[config.mk]
export PLATFORM = sky130hd
export DESIGN_NAME = process_entry_pool_queue_tree_unit
export DESIGN_NICKNAME = d
export VERILOG_FILES = /design/src/rtl/peq_pkg.sv /design/src/rtl/peq_ram.sv /design/src/rtl/peq_store.sv /design/src/rtl/process_entry_pool_queue_tree_unit.sv
export VERILOG_INCLUDE_DIRS = /design/src /design/src/rtl
export SDC_FILE = /design/constraint.sdc
export NUM_CORES = 2
export LEC_CHECK = 0
export BUFFER_PORTS_ARGS = -buffer_cell sky130_fd_sc_hd__clkbuf_2
export CORE_MARGIN = 5
export CORE_UTILIZATION = 40
export CTS_CLUSTER_DIAMETER = 200
export DETAILED_ROUTE_END_ITERATION = 8
export PLACE_DENSITY_LB_ADDON = 0.3
export SYNTH_ARGS = -nofsm -noshare
export SYNTH_HDL_FRONTEND = slang
export SYNTH_SLANG_ARGS = --single-unit
export TNS_END_PERCENT = 1
[constraint.sdc]
create_clock -name clk -period 6.6 [get_ports clk]
set_clock_uncertainty 0.15 [all_clocks]
set_input_delay 0 -clock clk [delete_from_list [all_inputs] [get_ports clk]]
set_output_delay 0 -clock clk [all_outputs]
set_load 0.02 [all_outputs]
[src/rtl/assert_macros.svh]
// Assertion helpers for the RTL files.
// Every macro samples on the rising edge of clk and is off while arst_n is low.
`ifndef ASSERT_MACROS_SVH
`define ASSERT_MACROS_SVH

// The condition holds at every clock edge.
`define PEQ_ASSERT_ALWAYS(name, cond, msg) \
	name: assert property (@(posedge clk) disable iff (!arst_n) (cond)) else $error(msg);

// The consequent holds in the same cycle as the antecedent.
`define PEQ_ASSERT_IMPL(name, ante, cons, msg) \
	name: assert property (@(posedge clk) disable iff (!arst_n) (ante) |-> (cons)) \
		else $error(msg);

// The consequent holds in the cycle after the antecedent.
`define PEQ_ASSERT_NEXT(name, ante, cons, msg) \
	name: assert property (@(posedge clk) disable iff (!arst_n) (ante) |=> (cons)) \
		else $error(msg);

`endif

[src/rtl/peq_pkg.sv]
// ----------------------------------------------------------------------------
// peq_pkg
// Types, constants and helper functions of the process entry pool block.
// ----------------------------------------------------------------------------
`timescale 1ns / 1ps

package peq_pkg;

	localparam int NUM_ENTRIES = 32;
	localparam int IDX_W       = 6;
	localparam int ADDR_W      = $clog2(NUM_ENTRIES);
	localparam int CNT_W       = $clog2(NUM_ENTRIES + 1);
	localparam int OP_W        = 4;
	localparam int PAR_W       = 5;

	// Index value that means no entry.
	localparam logic [IDX_W-1:0] NONE = IDX_W'(NUM_ENTRIES);

	// Link stores.
	localparam int ST_QN      = 0;
	localparam int ST_QP      = 1;
	localparam int ST_PAR     = 2;
	localparam int ST_FC      = 3;
	localparam int ST_SN      = 4;
	localparam int ST_SP      = 5;
	localparam int NUM_STORES = 6;

	typedef enum logic [OP_W-1:0] {
		OP_ALLOC   = 4'd0,
		OP_FREE    = 4'd1,
		OP_ENQ     = 4'd2,
		OP_DEQ     = 4'd3,
		OP_REMOVE  = 4'd4,
		OP_HEAD    = 4'd5,
		OP_ADD_CH  = 4'd6,
		OP_REM_FC  = 4'd7,
		OP_DETACH  = 4'd8
	} peq_op_t;

	typedef struct packed {
		logic [OP_W-1:0]  op;
		logic [IDX_W-1:0] queue_tail;
		logic [IDX_W-1:0] entry;
		logic [PAR_W-1:0] parent_entry;
	} peq_cmd_t;

	typedef struct packed {
		logic [IDX_W-1:0] result_entry;
		logic [IDX_W-1:0] new_tail;
	} peq_rsp_t;

	// Read and write request to a link store.
	typedef struct packed {
		logic             rd_en;
		logic [IDX_W-1:0] rd_idx;
		logic             wr_en;
		logic [IDX_W-1:0] wr_idx;
		logic [IDX_W-1:0] wr_data;
	} peq_req_t;

	// Value an entry holds before its first write.
	typedef enum logic [1:0] {
		INIT_NONE = 2'd0,
		INIT_INC  = 2'd1,
		INIT_DEC  = 2'd2
	} peq_init_t;

	function automatic logic [IDX_W-1:0] norm_idx(input logic [IDX_W-1:0] v);
		return (v < NONE) ? v : NONE;
	endfunction

	function automatic logic [IDX_W-1:0] init_link(input peq_init_t mode,
			input logic [ADDR_W-1:0] addr);
		logic [IDX_W-1:0] v;
		v = NONE;
		case (mode)
			INIT_INC: v = (addr == ADDR_W'(NUM_ENTRIES - 1)) ? '0
				: IDX_W'(addr) + IDX_W'(1);
			INIT_DEC: v = (addr == '0) ? IDX_W'(NUM_ENTRIES - 1)
				: IDX_W'(addr) - IDX_W'(1);
			default: v = NONE;
		endcase
		return v;
	endfunction

	function automatic peq_init_t store_mode(input int i);
		peq_init_t m;
		m = INIT_NONE;
		if (i == ST_QN) m = INIT_INC;
		if (i == ST_QP) m = INIT_DEC;
		return m;
	endfunction

	function automatic peq_req_t idle_req();
		peq_req_t r;
		r = '0;
		return r;
	endfunction

	function automatic peq_req_t rd_req(input logic [IDX_W-1:0] idx);
		peq_req_t r;
		r        = '0;
		r.rd_en  = 1'b1;
		r.rd_idx = idx;
		return r;
	endfunction

	function automatic peq_req_t wr_req(input logic [IDX_W-1:0] idx,
			input logic [IDX_W-1:0] data);
		peq_req_t r;
		r         = '0;
		r.wr_en   = 1'b1;
		r.wr_idx  = idx;
		r.wr_data = data;
		return r;
	endfunction

endpackage

[src/rtl/peq_ram.sv]
// ----------------------------------------------------------------------------
// peq_ram
// Generic single write port, single read port RAM with registered read data.
// ----------------------------------------------------------------------------
`timescale 1ns / 1ps

module peq_ram #(
	parameter int WIDTH = 8,
	parameter int DEPTH = 32
) (
	input  logic                     clk,
	input  logic                     we,
	input  logic [$clog2(DEPTH)-1:0] waddr,
	input  logic [WIDTH-1:0]         wdata,
	input  logic                     re,
	input  logic [$clog2(DEPTH)-1:0] raddr,
	output logic [WIDTH-1:0]         rdata
);

	logic [WIDTH-1:0] mem [DEPTH];

	// Write port.
	always_ff @(posedge clk) begin
		if (we) begin
			mem[waddr] <= wdata;
		end
	end

	// Read port; data holds until the next read.
	always_ff @(posedge clk) begin
		if (re) begin
			rdata <= mem[raddr];
		end
	end

endmodule

[src/rtl/peq_store.sv]
// ----------------------------------------------------------------------------
// peq_store
// One link array: a RAM with per-entry valid bits that stand in for the reset
// value, range checks on the index and write-to-read forwarding.
// ----------------------------------------------------------------------------
`timescale 1ns / 1ps

module peq_store (
	input  logic                          clk,
	input  logic                          arst_n,
	input  peq_pkg::peq_init_t            mode,
	input  peq_pkg::peq_req_t             req,
	output logic [peq_pkg::IDX_W-1:0]     rdata
);

	logic [peq_pkg::NUM_ENTRIES-1:0] valid_q;
	logic                            wr_ok;
	logic                            rd_ok;
	logic [peq_pkg::ADDR_W-1:0]      waddr;
	logic [peq_pkg::ADDR_W-1:0]      raddr;
	logic [peq_pkg::IDX_W-1:0]       ram_q;
	logic                            oob_s1;
	logic                            fwd_s1;
	logic                            vld_s1;
	logic [peq_pkg::ADDR_W-1:0]      addr_s1;
	logic [peq_pkg::IDX_W-1:0]       fwd_data_s1;

	// Indexes at or above the pool size mean no entry.
	assign wr_ok = req.wr_en && (req.wr_idx < peq_pkg::NONE);
	assign rd_ok = req.rd_idx < peq_pkg::NONE;
	assign waddr = req.wr_idx[peq_pkg::ADDR_W-1:0];
	assign raddr = req.rd_idx[peq_pkg::ADDR_W-1:0];

	peq_ram #(
		.WIDTH (peq_pkg::IDX_W),
		.DEPTH (peq_pkg::NUM_ENTRIES)
	) u_ram (
		.clk   (clk),
		.we    (wr_ok),
		.waddr (waddr),
		.wdata (req.wr_data),
		.re    (req.rd_en && rd_ok),
		.raddr (raddr),
		.rdata (ram_q)
	);

	// An entry reads its reset value until its first write.
	always_ff @(posedge clk or negedge arst_n) begin
		if (!arst_n) begin
			valid_q <= '0;
		end else if (wr_ok) begin
			valid_q[waddr] <= 1'b1;
		end
	end

	// Read side flags, kept until the next read.
	always_ff @(posedge clk or negedge arst_n) begin
		if (!arst_n) begin
			oob_s1 <= 1'b1;
			fwd_s1 <= 1'b0;
			vld_s1 <= 1'b0;
		end else if (req.rd_en) begin
			oob_s1 <= !rd_ok;
			fwd_s1 <= rd_ok && wr_ok && (req.wr_idx == req.rd_idx);
			vld_s1 <= rd_ok && valid_q[raddr];
		end
	end

	always_ff @(posedge clk) begin
		if (req.rd_en) begin
			addr_s1     <= raddr;
			fwd_data_s1 <= req.wr_data;
		end
	end

	// Read data selection.
	always_comb begin
		if (oob_s1) begin
			rdata = peq_pkg::NONE;
		end else if (fwd_s1) begin
			rdata = fwd_data_s1;
		end else if (vld_s1) begin
			rdata = ram_q;
		end else begin
			rdata = peq_pkg::init_link(mode, addr_s1);
		end
	end

endmodule

[src/rtl/process_entry_pool_queue_tree_unit.sv]
// ----------------------------------------------------------------------------
// process_entry_pool_queue_tree_unit
// Pool of process entries with a free list, caller-held circular queues and a
// child tree, all kept as link arrays in six small RAMs.
// ----------------------------------------------------------------------------
// Usage:
// A command beat is taken when start is high and busy is low; cmd carries
// op, queue_tail, entry and parent_entry. Exactly one result beat follows on
// rsp, marked by done for a single cycle; the receiver cannot stall it, so
// it must take the beat in that cycle. busy stays high from the cycle after
// the command until done shows, and a new command may be given in the
// cycle done is high.
// Commands settled at decode (an operand that names no entry, an unknown
// op, insertion into an empty queue) finish from S_DEC; the others go
// on through further states, and remove given walks the queue one link
// per cycle. The pace is set by the dependent link reads, each a
// registered RAM read, done one at a time.
// Reset puts all entries on the free list and clears the child tree at
// once through per-entry valid bits; a command may follow right away.
// ----------------------------------------------------------------------------
`timescale 1ns / 1ps
`include "assert_macros.svh"

module process_entry_pool_queue_tree_unit (
	input  logic              clk,
	input  logic              arst_n,
	input  logic              start,
	output logic              busy,
	input  peq_pkg::peq_cmd_t cmd,
	output logic              done,
	output peq_pkg::peq_rsp_t rsp
);

	localparam int IW = peq_pkg::IDX_W;

	typedef enum logic [19:0] {
		S_IDLE = 20'h00001,
		S_DEC  = 20'h00002,
		S_RH1  = 20'h00004,
		S_RH2  = 20'h00008,
		S_RH3  = 20'h00010,
		S_INS1 = 20'h00020,
		S_INS2 = 20'h00040,
		S_RG1  = 20'h00080,
		S_RG2  = 20'h00100,
		S_RG3  = 20'h00200,
		S_HD1  = 20'h00400,
		S_AC1  = 20'h00800,
		S_AC2  = 20'h01000,
		S_RF1  = 20'h02000,
		S_RF2  = 20'h04000,
		S_RF3  = 20'h08000,
		S_DT1  = 20'h10000,
		S_DT2  = 20'h20000,
		S_DT3  = 20'h40000,
		S_DT4  = 20'h80000
	} state_t;

	state_t                      state_q, state_d;
	peq_pkg::peq_op_t            op_q, op_d;
	logic [IW-1:0]               qt_q, qt_d;
	logic [IW-1:0]               wt_q, wt_d;
	logic [IW-1:0]               ent_q, ent_d;
	logic [IW-1:0]               par_q, par_d;
	logic [IW-1:0]               head_q, head_d;
	logic [IW-1:0]               ft_q, ft_d;
	logic [peq_pkg::CNT_W-1:0]   cnt_q, cnt_d;
	logic                        done_q;
	peq_pkg::peq_rsp_t           rsp_q;
	logic                        fin;
	logic [IW-1:0]               res_d;
	logic [IW-1:0]               ntail_d;
	logic [IW-1:0]               wt_in;
	logic                        is_alloc;
	logic                        found;
	peq_pkg::peq_req_t           req [peq_pkg::NUM_STORES];
	logic [IW-1:0]               rdata [peq_pkg::NUM_STORES];

	// Link stores.
	for (genvar g = 0; g < peq_pkg::NUM_STORES; g++) begin : g_store
		peq_store u_store (
			.clk    (clk),
			.arst_n (arst_n),
			.mode   (peq_pkg::store_mode(g)),
			.req    (req[g]),
			.rdata  (rdata[g])
		);
	end

	assign is_alloc = (op_q == peq_pkg::OP_ALLOC);
	assign wt_in    = (is_alloc || op_q == peq_pkg::OP_FREE) ? ft_q : qt_q;

	// Sequencer: each state does some of: issue reads, consume the previous read, write.
	always_comb begin
		state_d = state_q;
		op_d    = op_q;
		qt_d    = qt_q;
		wt_d    = wt_q;
		ent_d   = ent_q;
		par_d   = par_q;
		head_d  = head_q;
		ft_d    = ft_q;
		cnt_d   = cnt_q;
		fin     = 1'b0;
		found   = 1'b0;
		res_d   = peq_pkg::NONE;
		ntail_d = qt_q;
		for (int k = 0; k < peq_pkg::NUM_STORES; k++) begin
			req[k] = peq_pkg::idle_req();
		end

		unique case (state_q)
			S_IDLE: begin
				if (start) begin
					op_d    = peq_pkg::peq_op_t'(cmd.op);
					qt_d    = peq_pkg::norm_idx(cmd.queue_tail);
					ent_d   = peq_pkg::norm_idx(cmd.entry);
					par_d   = IW'(cmd.parent_entry);
					state_d = S_DEC;
				end
			end

			S_DEC: begin
				state_d = S_IDLE;
				unique case (op_q) inside
					peq_pkg::OP_ALLOC, peq_pkg::OP_DEQ: begin
						if (wt_in >= peq_pkg::NONE) begin
							fin = 1'b1;
						end else begin
							req[peq_pkg::ST_QN] = peq_pkg::rd_req(wt_in);
							wt_d    = wt_in;
							state_d = S_RH1;
						end
					end
					peq_pkg::OP_FREE, peq_pkg::OP_ENQ: begin
						if (ent_q >= peq_pkg::NONE) begin
							fin = 1'b1;
						end else if (wt_in >= peq_pkg::NONE) begin
							// Insert into an empty queue: the entry links to itself.
							req[peq_pkg::ST_QN] = peq_pkg::wr_req(ent_q, ent_q);
							req[peq_pkg::ST_QP] = peq_pkg::wr_req(ent_q, ent_q);
							fin   = 1'b1;
							res_d = ent_q;
							if (op_q == peq_pkg::OP_FREE) begin
								ft_d = ent_q;
							end else begin
								ntail_d = ent_q;
							end
						end else begin
							req[peq_pkg::ST_QN] = peq_pkg::rd_req(wt_in);
							wt_d    = wt_in;
							state_d = S_INS1;
						end
					end
					peq_pkg::OP_REMOVE: begin
						if (qt_q >= peq_pkg::NONE || ent_q >= peq_pkg::NONE) begin
							fin = 1'b1;
						end else begin
							req[peq_pkg::ST_QN] = peq_pkg::rd_req(qt_q);
							cnt_d   = '0;
							state_d = S_RG1;
						end
					end
					peq_pkg::OP_HEAD: begin
						if (qt_q >= peq_pkg::NONE) begin
							fin = 1'b1;
						end else begin
							req[peq_pkg::ST_QN] = peq_pkg::rd_req(qt_q);
							state_d = S_HD1;
						end
					end
					peq_pkg::OP_ADD_CH: begin
						if (ent_q >= peq_pkg::NONE || par_q >= peq_pkg::NONE) begin
							fin = 1'b1;
						end else begin
							req[peq_pkg::ST_FC] = peq_pkg::rd_req(par_q);
							state_d = S_AC1;
						end
					end
					peq_pkg::OP_REM_FC: begin
						if (ent_q >= peq_pkg::NONE) begin
							fin = 1'b1;
						end else begin
							req[peq_pkg::ST_FC] = peq_pkg::rd_req(ent_q);
							par_d   = ent_q;
							state_d = S_RF1;
						end
					end
					peq_pkg::OP_DETACH: begin
						if (ent_q >= peq_pkg::NONE) begin
							fin = 1'b1;
						end else begin
							req[peq_pkg::ST_PAR] = peq_pkg::rd_req(ent_q);
							state_d = S_DT1;
						end
					end
					default: begin
						fin = 1'b1;
					end
				endcase
			end

			// Remove head: the head is the tail's next link.
			S_RH1: begin
				if (rdata[peq_pkg::ST_QN] == wt_q || rdata[peq_pkg::ST_QN] >= peq_pkg::NONE) begin
					req[peq_pkg::ST_QN] = peq_pkg::wr_req(wt_q, peq_pkg::NONE);
					req[peq_pkg::ST_QP] = peq_pkg::wr_req(wt_q, peq_pkg::NONE);
					if (is_alloc) begin
						req[peq_pkg::ST_PAR] = peq_pkg::wr_req(wt_q, peq_pkg::NONE);
						req[peq_pkg::ST_FC]  = peq_pkg::wr_req(wt_q, peq_pkg::NONE);
						req[peq_pkg::ST_SN]  = peq_pkg::wr_req(wt_q, peq_pkg::NONE);
						req[peq_pkg::ST_SP]  = peq_pkg::wr_req(wt_q, peq_pkg::NONE);
						ft_d = peq_pkg::NONE;
					end else begin
						ntail_d = peq_pkg::NONE;
					end
					fin     = 1'b1;
					res_d   = wt_q;
					state_d = S_IDLE;
				end else begin
					head_d  = rdata[peq_pkg::ST_QN];
					req[peq_pkg::ST_QN] = peq_pkg::rd_req(rdata[peq_pkg::ST_QN]);
					state_d = S_RH2;
				end
			end

			S_RH2: begin
				req[peq_pkg::ST_QN] = peq_pkg::wr_req(wt_q, rdata[peq_pkg::ST_QN]);
				req[peq_pkg::ST_QP] = peq_pkg::wr_req(rdata[peq_pkg::ST_QN], wt_q);
				state_d = S_RH3;
			end

			S_RH3: begin
				req[peq_pkg::ST_QN] = peq_pkg::wr_req(head_q, peq_pkg::NONE);
				req[peq_pkg::ST_QP] = peq_pkg::wr_req(head_q, peq_pkg::NONE);
				if (is_alloc) begin
					req[peq_pkg::ST_PAR] = peq_pkg::wr_req(head_q, peq_pkg::NONE);
					req[peq_pkg::ST_FC]  = peq_pkg::wr_req(head_q, peq_pkg::NONE);
					req[peq_pkg::ST_SN]  = peq_pkg::wr_req(head_q, peq_pkg::NONE);
					req[peq_pkg::ST_SP]  = peq_pkg::wr_req(head_q, peq_pkg::NONE);
				end else begin
					ntail_d = wt_q;
				end
				fin     = 1'b1;
				res_d   = head_q;
				state_d = S_IDLE;
			end

			// Insert at tail of a non-empty queue.
			S_INS1: begin
				head_d  = rdata[peq_pkg::ST_QN];
				req[peq_pkg::ST_QN] = peq_pkg::wr_req(wt_q, ent_q);
				req[peq_pkg::ST_QP] = peq_pkg::wr_req(ent_q, wt_q);
				state_d = S_INS2;
			end

			S_INS2: begin
				req[peq_pkg::ST_QN] = peq_pkg::wr_req(ent_q, head_q);
				req[peq_pkg::ST_QP] = peq_pkg::wr_req(head_q, ent_q);
				fin   = 1'b1;
				res_d = ent_q;
				if (op_q == peq_pkg::OP_FREE) begin
					ft_d = ent_q;
				end else begin
					ntail_d = ent_q;
				end
				state_d = S_IDLE;
			end

			// Walk the queue one link a cycle looking for the entry.
			S_RG1: begin
				if (cnt_q < peq_pkg::CNT_W'(peq_pkg::NUM_ENTRIES)
						&& rdata[peq_pkg::ST_QN] < peq_pkg::NONE) begin
					if (rdata[peq_pkg::ST_QN] == ent_q) begin
						found = 1'b1;
					end else if (rdata[peq_pkg::ST_QN] == qt_q) begin
						fin     = 1'b1;
						state_d = S_IDLE;
					end else begin
						req[peq_pkg::ST_QN] = peq_pkg::rd_req(rdata[peq_pkg::ST_QN]);
						cnt_d = cnt_q + peq_pkg::CNT_W'(1);
					end
				end else if (rdata[peq_pkg::ST_QN] == ent_q) begin
					found = 1'b1;
				end else begin
					fin     = 1'b1;
					state_d = S_IDLE;
				end
				if (found) begin
					req[peq_pkg::ST_QN] = peq_pkg::rd_req(ent_q);
					req[peq_pkg::ST_QP] = peq_pkg::rd_req(ent_q);
					state_d = S_RG2;
				end
			end

			S_RG2: begin
				if (rdata[peq_pkg::ST_QN] == ent_q || rdata[peq_pkg::ST_QN] >= peq_pkg::NONE
						|| rdata[peq_pkg::ST_QP] >= peq_pkg::NONE) begin
					wt_d = peq_pkg::NONE;
				end else begin
					req[peq_pkg::ST_QN] = peq_pkg::wr_req(rdata[peq_pkg::ST_QP],
						rdata[peq_pkg::ST_QN]);
					req[peq_pkg::ST_QP] = peq_pkg::wr_req(rdata[peq_pkg::ST_QN],
						rdata[peq_pkg::ST_QP]);
					wt_d = (ent_q == qt_q) ? rdata[peq_pkg::ST_QP] : qt_q;
				end
				state_d = S_RG3;
			end

			S_RG3: begin
				req[peq_pkg::ST_QN] = peq_pkg::wr_req(ent_q, peq_pkg::NONE);
				req[peq_pkg::ST_QP] = peq_pkg::wr_req(ent_q, peq_pkg::NONE);
				fin     = 1'b1;
				res_d   = ent_q;
				ntail_d = wt_q;
				state_d = S_IDLE;
			end

			S_HD1: begin
				fin     = 1'b1;
				res_d   = rdata[peq_pkg::ST_QN];
				state_d = S_IDLE;
			end

			// Add child: the new child goes in front of the old first child.
			S_AC1: begin
				head_d = rdata[peq_pkg::ST_FC];
				req[peq_pkg::ST_SN]  = peq_pkg::wr_req(ent_q, rdata[peq_pkg::ST_FC]);
				req[peq_pkg::ST_SP]  = peq_pkg::wr_req(ent_q, peq_pkg::NONE);
				req[peq_pkg::ST_FC]  = peq_pkg::wr_req(par_q, ent_q);
				req[peq_pkg::ST_PAR] = peq_pkg::wr_req(ent_q, par_q);
				state_d = S_AC2;
			end

			S_AC2: begin
				req[peq_pkg::ST_SP] = peq_pkg::wr_req(head_q, ent_q);
				fin     = 1'b1;
				res_d   = ent_q;
				state_d = S_IDLE;
			end

			// Remove first child of par_q.
			S_RF1: begin
				if (rdata[peq_pkg::ST_FC] >= peq_pkg::NONE) begin
					fin     = 1'b1;
					state_d = S_IDLE;
				end else begin
					head_d  = rdata[peq_pkg::ST_FC];
					req[peq_pkg::ST_SN] = peq_pkg::rd_req(rdata[peq_pkg::ST_FC]);
					state_d = S_RF2;
				end
			end

			S_RF2: begin
				req[peq_pkg::ST_FC]  = peq_pkg::wr_req(par_q, rdata[peq_pkg::ST_SN]);
				req[peq_pkg::ST_SP]  = peq_pkg::wr_req(rdata[peq_pkg::ST_SN], peq_pkg::NONE);
				req[peq_pkg::ST_PAR] = peq_pkg::wr_req(head_q, peq_pkg::NONE);
				req[peq_pkg::ST_SN]  = peq_pkg::wr_req(head_q, peq_pkg::NONE);
				state_d = S_RF3;
			end

			S_RF3: begin
				req[peq_pkg::ST_SP] = peq_pkg::wr_req(head_q, peq_pkg::NONE);
				fin     = 1'b1;
				res_d   = head_q;
				state_d = S_IDLE;
			end

			// Detach: a first child goes through the remove first child path.
			S_DT1: begin
				if (rdata[peq_pkg::ST_PAR] >= peq_pkg::NONE) begin
					fin     = 1'b1;
					state_d = S_IDLE;
				end else begin
					par_d   = rdata[peq_pkg::ST_PAR];
					req[peq_pkg::ST_FC] = peq_pkg::rd_req(rdata[peq_pkg::ST_PAR]);
					state_d = S_DT2;
				end
			end

			S_DT2: begin
				req[peq_pkg::ST_SN] = peq_pkg::rd_req(ent_q);
				if (rdata[peq_pkg::ST_FC] == ent_q) begin
					head_d  = ent_q;
					state_d = S_RF2;
				end else begin
					req[peq_pkg::ST_SP] = peq_pkg::rd_req(ent_q);
					state_d = S_DT3;
				end
			end

			S_DT3: begin
				req[peq_pkg::ST_SN]  = peq_pkg::wr_req(rdata[peq_pkg::ST_SP],
					rdata[peq_pkg::ST_SN]);
				req[peq_pkg::ST_SP]  = peq_pkg::wr_req(rdata[peq_pkg::ST_SN],
					rdata[peq_pkg::ST_SP]);
				req[peq_pkg::ST_PAR] = peq_pkg::wr_req(ent_q, peq_pkg::NONE);
				state_d = S_DT4;
			end

			S_DT4: begin
				req[peq_pkg::ST_SN] = peq_pkg::wr_req(ent_q, peq_pkg::NONE);
				req[peq_pkg::ST_SP] = peq_pkg::wr_req(ent_q, peq_pkg::NONE);
				fin     = 1'b1;
				res_d   = ent_q;
				state_d = S_IDLE;
			end

			default: begin
				state_d = S_IDLE;
			end
		endcase
	end

	// Control registers.
	always_ff @(posedge clk or negedge arst_n) begin
		if (!arst_n) begin
			state_q <= S_IDLE;
			op_q    <= peq_pkg::OP_ALLOC;
			ft_q    <= IW'(peq_pkg::NUM_ENTRIES - 1);
			cnt_q   <= '0;
			done_q  <= 1'b0;
		end else begin
			state_q <= state_d;
			op_q    <= op_d;
			ft_q    <= ft_d;
			cnt_q   <= cnt_d;
			done_q  <= fin;
		end
	end

	// Working registers and the result beat.
	always_ff @(posedge clk) begin
		qt_q   <= qt_d;
		wt_q   <= wt_d;
		ent_q  <= ent_d;
		par_q  <= par_d;
		head_q <= head_d;
		if (fin) begin
			rsp_q.result_entry <= res_d;
			rsp_q.new_tail     <= ntail_d;
		end
	end

	assign busy = (state_q != S_IDLE);
	assign done = done_q;
	assign rsp  = rsp_q;

	// Checks.
	`PEQ_ASSERT_NEXT(a_accept_busy, start && !busy, busy, "command beat did not raise busy")
	`PEQ_ASSERT_IMPL(a_done_idle, done, !busy, "result beat while still busy")
	`PEQ_ASSERT_NEXT(a_done_single, done, !done, "two result beats back to back")
	`PEQ_ASSERT_IMPL(a_rsp_range, done,
		rsp.result_entry <= peq_pkg::NONE && rsp.new_tail <= peq_pkg::NONE,
		"result index out of range")
	`PEQ_ASSERT_ALWAYS(a_free_tail, ft_q <= peq_pkg::NONE, "free list tail out of range")

endmodule

==> impl_metrics.env <==
export IMPL_outcome="complete, no violations"
export IMPL_ys_types=94
export IMPL_cts_htree_levels=4
export IMPL_antenna_found_initial=4
export IMPL_crit_start="g_store[0].u_store.addr_s1[0]"
export IMPL_clock_sinks=1523
export IMPL_die_w_um=413
export IMPL_slew_headroom=0.154
export IMPL_io_pins=38
export IMPL_synth_edf_count=1276
export IMPL_grt_max_degree=150
export IMPL_cts_setup_buffers=0
export IMPL_final_seq_area_sq_mm=0.0445
export IMPL_cts_buffer_depth=3
export IMPL_ant_nets=0
export IMPL_syn_num_nets=5175
export IMPL_worstSetupEndpointType="register"
export IMPL_cts_tree="yes"
export IMPL_synthToLayoutAreaGrowth_pct=13.1
export IMPL_rsz0062_at_grt="no"
export IMPL_multiInputGateArea_sq_mm=0.0191
export IMPL_p_comb_frac=0.064
export IMPL_first_pass_iters=6
export IMPL_die_height_um=413
export IMPL_cp_start_kind="register"
export IMPL_rr_worst_depth=16
export IMPL_setup_viol=0
export IMPL_portBuffers=37
export IMPL_p_per_area_mw_per_mm2=289
export IMPL_hold_class="input port to async pin"
export IMPL_fillers=14300
export IMPL_regToRegStartpoint="g_store[0].u_store.addr_s1[0]"
export IMPL_fmax_mhz=169
export IMPL_worst_slew_pin_slew_ps=1260
export IMPL_ys_warn_count=0
export IMPL_drt_first_iter_violations=4917
export IMPL_cts_buffers=159
export IMPL_critPathArrivalTime_ps=6310
export IMPL_cts_resized=0
export IMPL_seq_power_share=0.503
export IMPL_route_vias_total=43100
export IMPL_die_area_sq_mm=0.170
export IMPL_grt_total_usage=0.202
export IMPL_remaining_drc_errors=0
export IMPL_dp_final_hpwl_um=110000
export IMPL_viasPerCell=5.76
export IMPL_clockRootBuffer="clkbuf_16"
export IMPL_syn_inst=5147
export IMPL_grt_pass1_vias=42000
export IMPL_synth_area_sq_mm=0.0649
export IMPL_ys_flop_type="edfxtp_1"
export IMPL_cp_required_ps=7000
export IMPL_rows=147
export IMPL_ys_ff_latch=1523
export IMPL_overflow=0
export IMPL_start_util=0.403
export IMPL_critPathKind="register to register"
export IMPL_p_int_mw=16.2
export IMPL_cap_violations=0
export IMPL_drv_slew=0
export IMPL_cp_endpoint="g_store[0].u_store.u_ram.rdata[3]"
export IMPL_routed_wl_um=175000
export IMPL_fin_crit_sh=0.896
export IMPL_instances_no_fill=7471
export IMPL_place_inst=7126
export IMPL_avgSynthCellArea_sq_um=12.6
export IMPL_ff2ff_setup_slack_ps=690
export IMPL_synth_seq_area_share=0.686
export IMPL_fin_tns_setup_ps=0
export IMPL_r2r_end="g_store[0].u_store.u_ram.rdata[3]"
export IMPL_wl_per_cell_um=23.5
export IMPL_hold_viol=0
export IMPL_nNetsFinal=5203
export IMPL_p_sw_frac=0.236
export IMPL_diodes=0
export IMPL_coreArea_sq_mm=0.161
export IMPL_drive_gt1_frac=0.108
export IMPL_grt_pass1_wl_um=264000
export IMPL_ys_async_sr_fraction=0.162
export IMPL_gp_congestion=0.940
export IMPL_path_clk_slew_ps=60
export IMPL_cp_max_fo=25
export IMPL_power_leakage_nw=24.9
export IMPL_clock_latency_ps=820
export IMPL_netSwitchingPower_mw=5.00
export IMPL_p_clk_frac=0.433
export IMPL_min_period_ps=5910
export IMPL_peakVddDrop_mv=0.257
==> state kept, by name, indices dropped and copies added (netlist names) <==
| signal | count |
|---|---|
| g_store.u_store.u_ram.mem | 1152 |
| g_store.u_store.valid_q | 192 |
| g_store.u_store.fwd_data_s1 | 36 |
| g_store.u_store.u_ram.rdata | 36 |
| state_q | 20 |
| rsp | 12 |
| g_store.u_store.addr_s1 | 10 |
| cnt_q | 6 |
| ent_q | 6 |
| ft_q | 6 |
| g_store.u_store.fwd_s1 | 6 |
| g_store.u_store.oob_s1 | 6 |
| g_store.u_store.vld_s1 | 6 |
| head_q | 6 |
| par_q | 6 |
| qt_q | 6 |
| wt_q | 6 |
| op_q | 4 |
| done | 1 |
==> power by group through the flow <==
stage | registers, mW | logic (mW) | clock network (mW)
global route | 10.7 | 1.44 | 9.73
finish | 10.7 | 1.36 | 9.17
detailed placement | 10.9 | 1.30 | 0
floorplan | 10.7 | 0.851 | 0
global placement | 10.9 | 1.29 | 0
CTS | 10.7 | 1.33 | 9.33
==> cell families (layout without fill, tap and decap cells) <==
group / count (synthesis) / in the layout / synth area share
AO/OA/AOI/OAI: 1087 / 1087 / 0.122
XOR/XNOR: 32 / 32 / 0.00443
adder cells (fa/ha/maj): 4 / 4 / 0.000771
buffers and inverters: 382 / 546 / 0.0236
flip-flops: 1523 / 1523 / 0.686
multiplexers: 129 / 129 / 0.0209
AND/OR/NAND/NOR: 1990 / 1990 / 0.143
==> Yosys cell counts, types with 25 or more instances <==
master       n  area, sq um
a22oi_1     27          203
edfxtp_1  1276        38300
nand4_1     39          244
nor2_1     353         1330
a21o_1      42          315
and3_1      44          275
nand2_1    845         3170
nor3_1      42          210
inv_1       49          184
dfrtp_1    235         5880
o21ai_0    133          666
a21oi_1    126          631
a211oi_1   224         1680
o21bai_1    65          488
nand3_1    239         1200
a22o_1      25          219
a311oi_1    76          666
clkbuf_1   253          950
and2_1     138          863
nor2b_1     27          169
o221ai_1    86          753
mux2i_1    103         1030
buf_2       36          180
o22ai_1     37          231
or2_2       62          388
or2_1       78          488
a31oi_1     84          526
==> how the worst min path moves through the flow <==
stage | to | slack [ps] | cells after the start
after detailed placement | g_store[2].u_store.valid_q[7] | -5 | 1
final | g_store[2].u_store.oob_s1 | 220 | 3
after CTS | g_store[5].u_store.oob_s1 | 180 | 3
after floorplan | cnt_q[0] | -450 | 0
after global placement | g_store[2].u_store.valid_q[7] | -10 | 1
after global routing | g_store[2].u_store.oob_s1 | 220 | 3
==> critical path: stages, from the launching register on <==
cell,delay [ps]
edfxtp_1,430
ha_1,250
and3_1,160
ha_1,230
or3b_1,400
a221oi_4,520
xnor2_1,190
nand4b_1,160
o311ai_1,810
o21ai_2,340
a21boi_4,640
buf_4,400
mux2i_1,230
a22oi_1,120
nand4_1,160
o221ai_1,140
a221o_1,290
==> layer usage <==
layer,GRT usage,routed length (um),vias to the layer above
met3,0.0393,13700,300
li1,-,-,19400
met5,0,0,-
met1,0.296,77900,21600
met2,0.309,79000,1738
met4,0.0572,4640,0
==> layout by cell type, fill, tap and decap left out, types with 44 or more instances in the layout <==
| master | netlist | final |
|---|---|---|
| edfxtp_1 | 1276 | 1276 |
| nand2_1 | 845 | 838 |
| nor2_1 | 353 | 351 |
| nand3_1 | 239 | 238 |
| dfrtp_1 | 235 | 235 |
| a211oi_1 | 224 | 224 |
| clkbuf_16 | 0 | 161 |
| and2_1 | 138 | 129 |
| o21ai_0 | 133 | 128 |
| a21oi_1 | 126 | 124 |
| buf_4 | 11 | 104 |
| mux2i_1 | 103 | 103 |
| o221ai_1 | 86 | 85 |
| a31oi_1 | 84 | 84 |
| or2_1 | 78 | 78 |
| a311oi_1 | 76 | 76 |
| o21bai_1 | 65 | 65 |
| or2_2 | 62 | 62 |
| inv_1 | 49 | 48 |
| dlygate4sd3_1 | 0 | 47 |
| and3_1 | 44 | 44 |
==> timing repair <==
item | 4_1_cts | 5_1_grt
setup endpoints to repair | 0 | 0
hold buffers | 48 | 0
endpoints found under the hold margin | 255 | 0
==> metrics by stage <==
stage,utilization,hold slack (ps),worst slack [ps],power (mW),area (sq um)
2_1_floorplan,-,-446,1870,11.6,64900
3_3_place_gp,0.420,-11.2,936,12.1,67500
3_5_place_dp,0.420,-5.02,805,12.1,67500
4_1_cts,0.456,178,775,21.3,73400
5_1_grt,0.456,223,374,21.8,73400
6_report,0.456,217,689,21.2,73400
==> final cells by class <==
type,instances,share of cell area
multi-input combinational,3242,0.259
sequential,1523,0.606
tap,2160,0.0368
clock buffer,219,0.0605
timing repair buffer,193,0.0212
inverter,56,0.00286
clock inverter,78,0.0131
(Power assumes the default switching activity.)
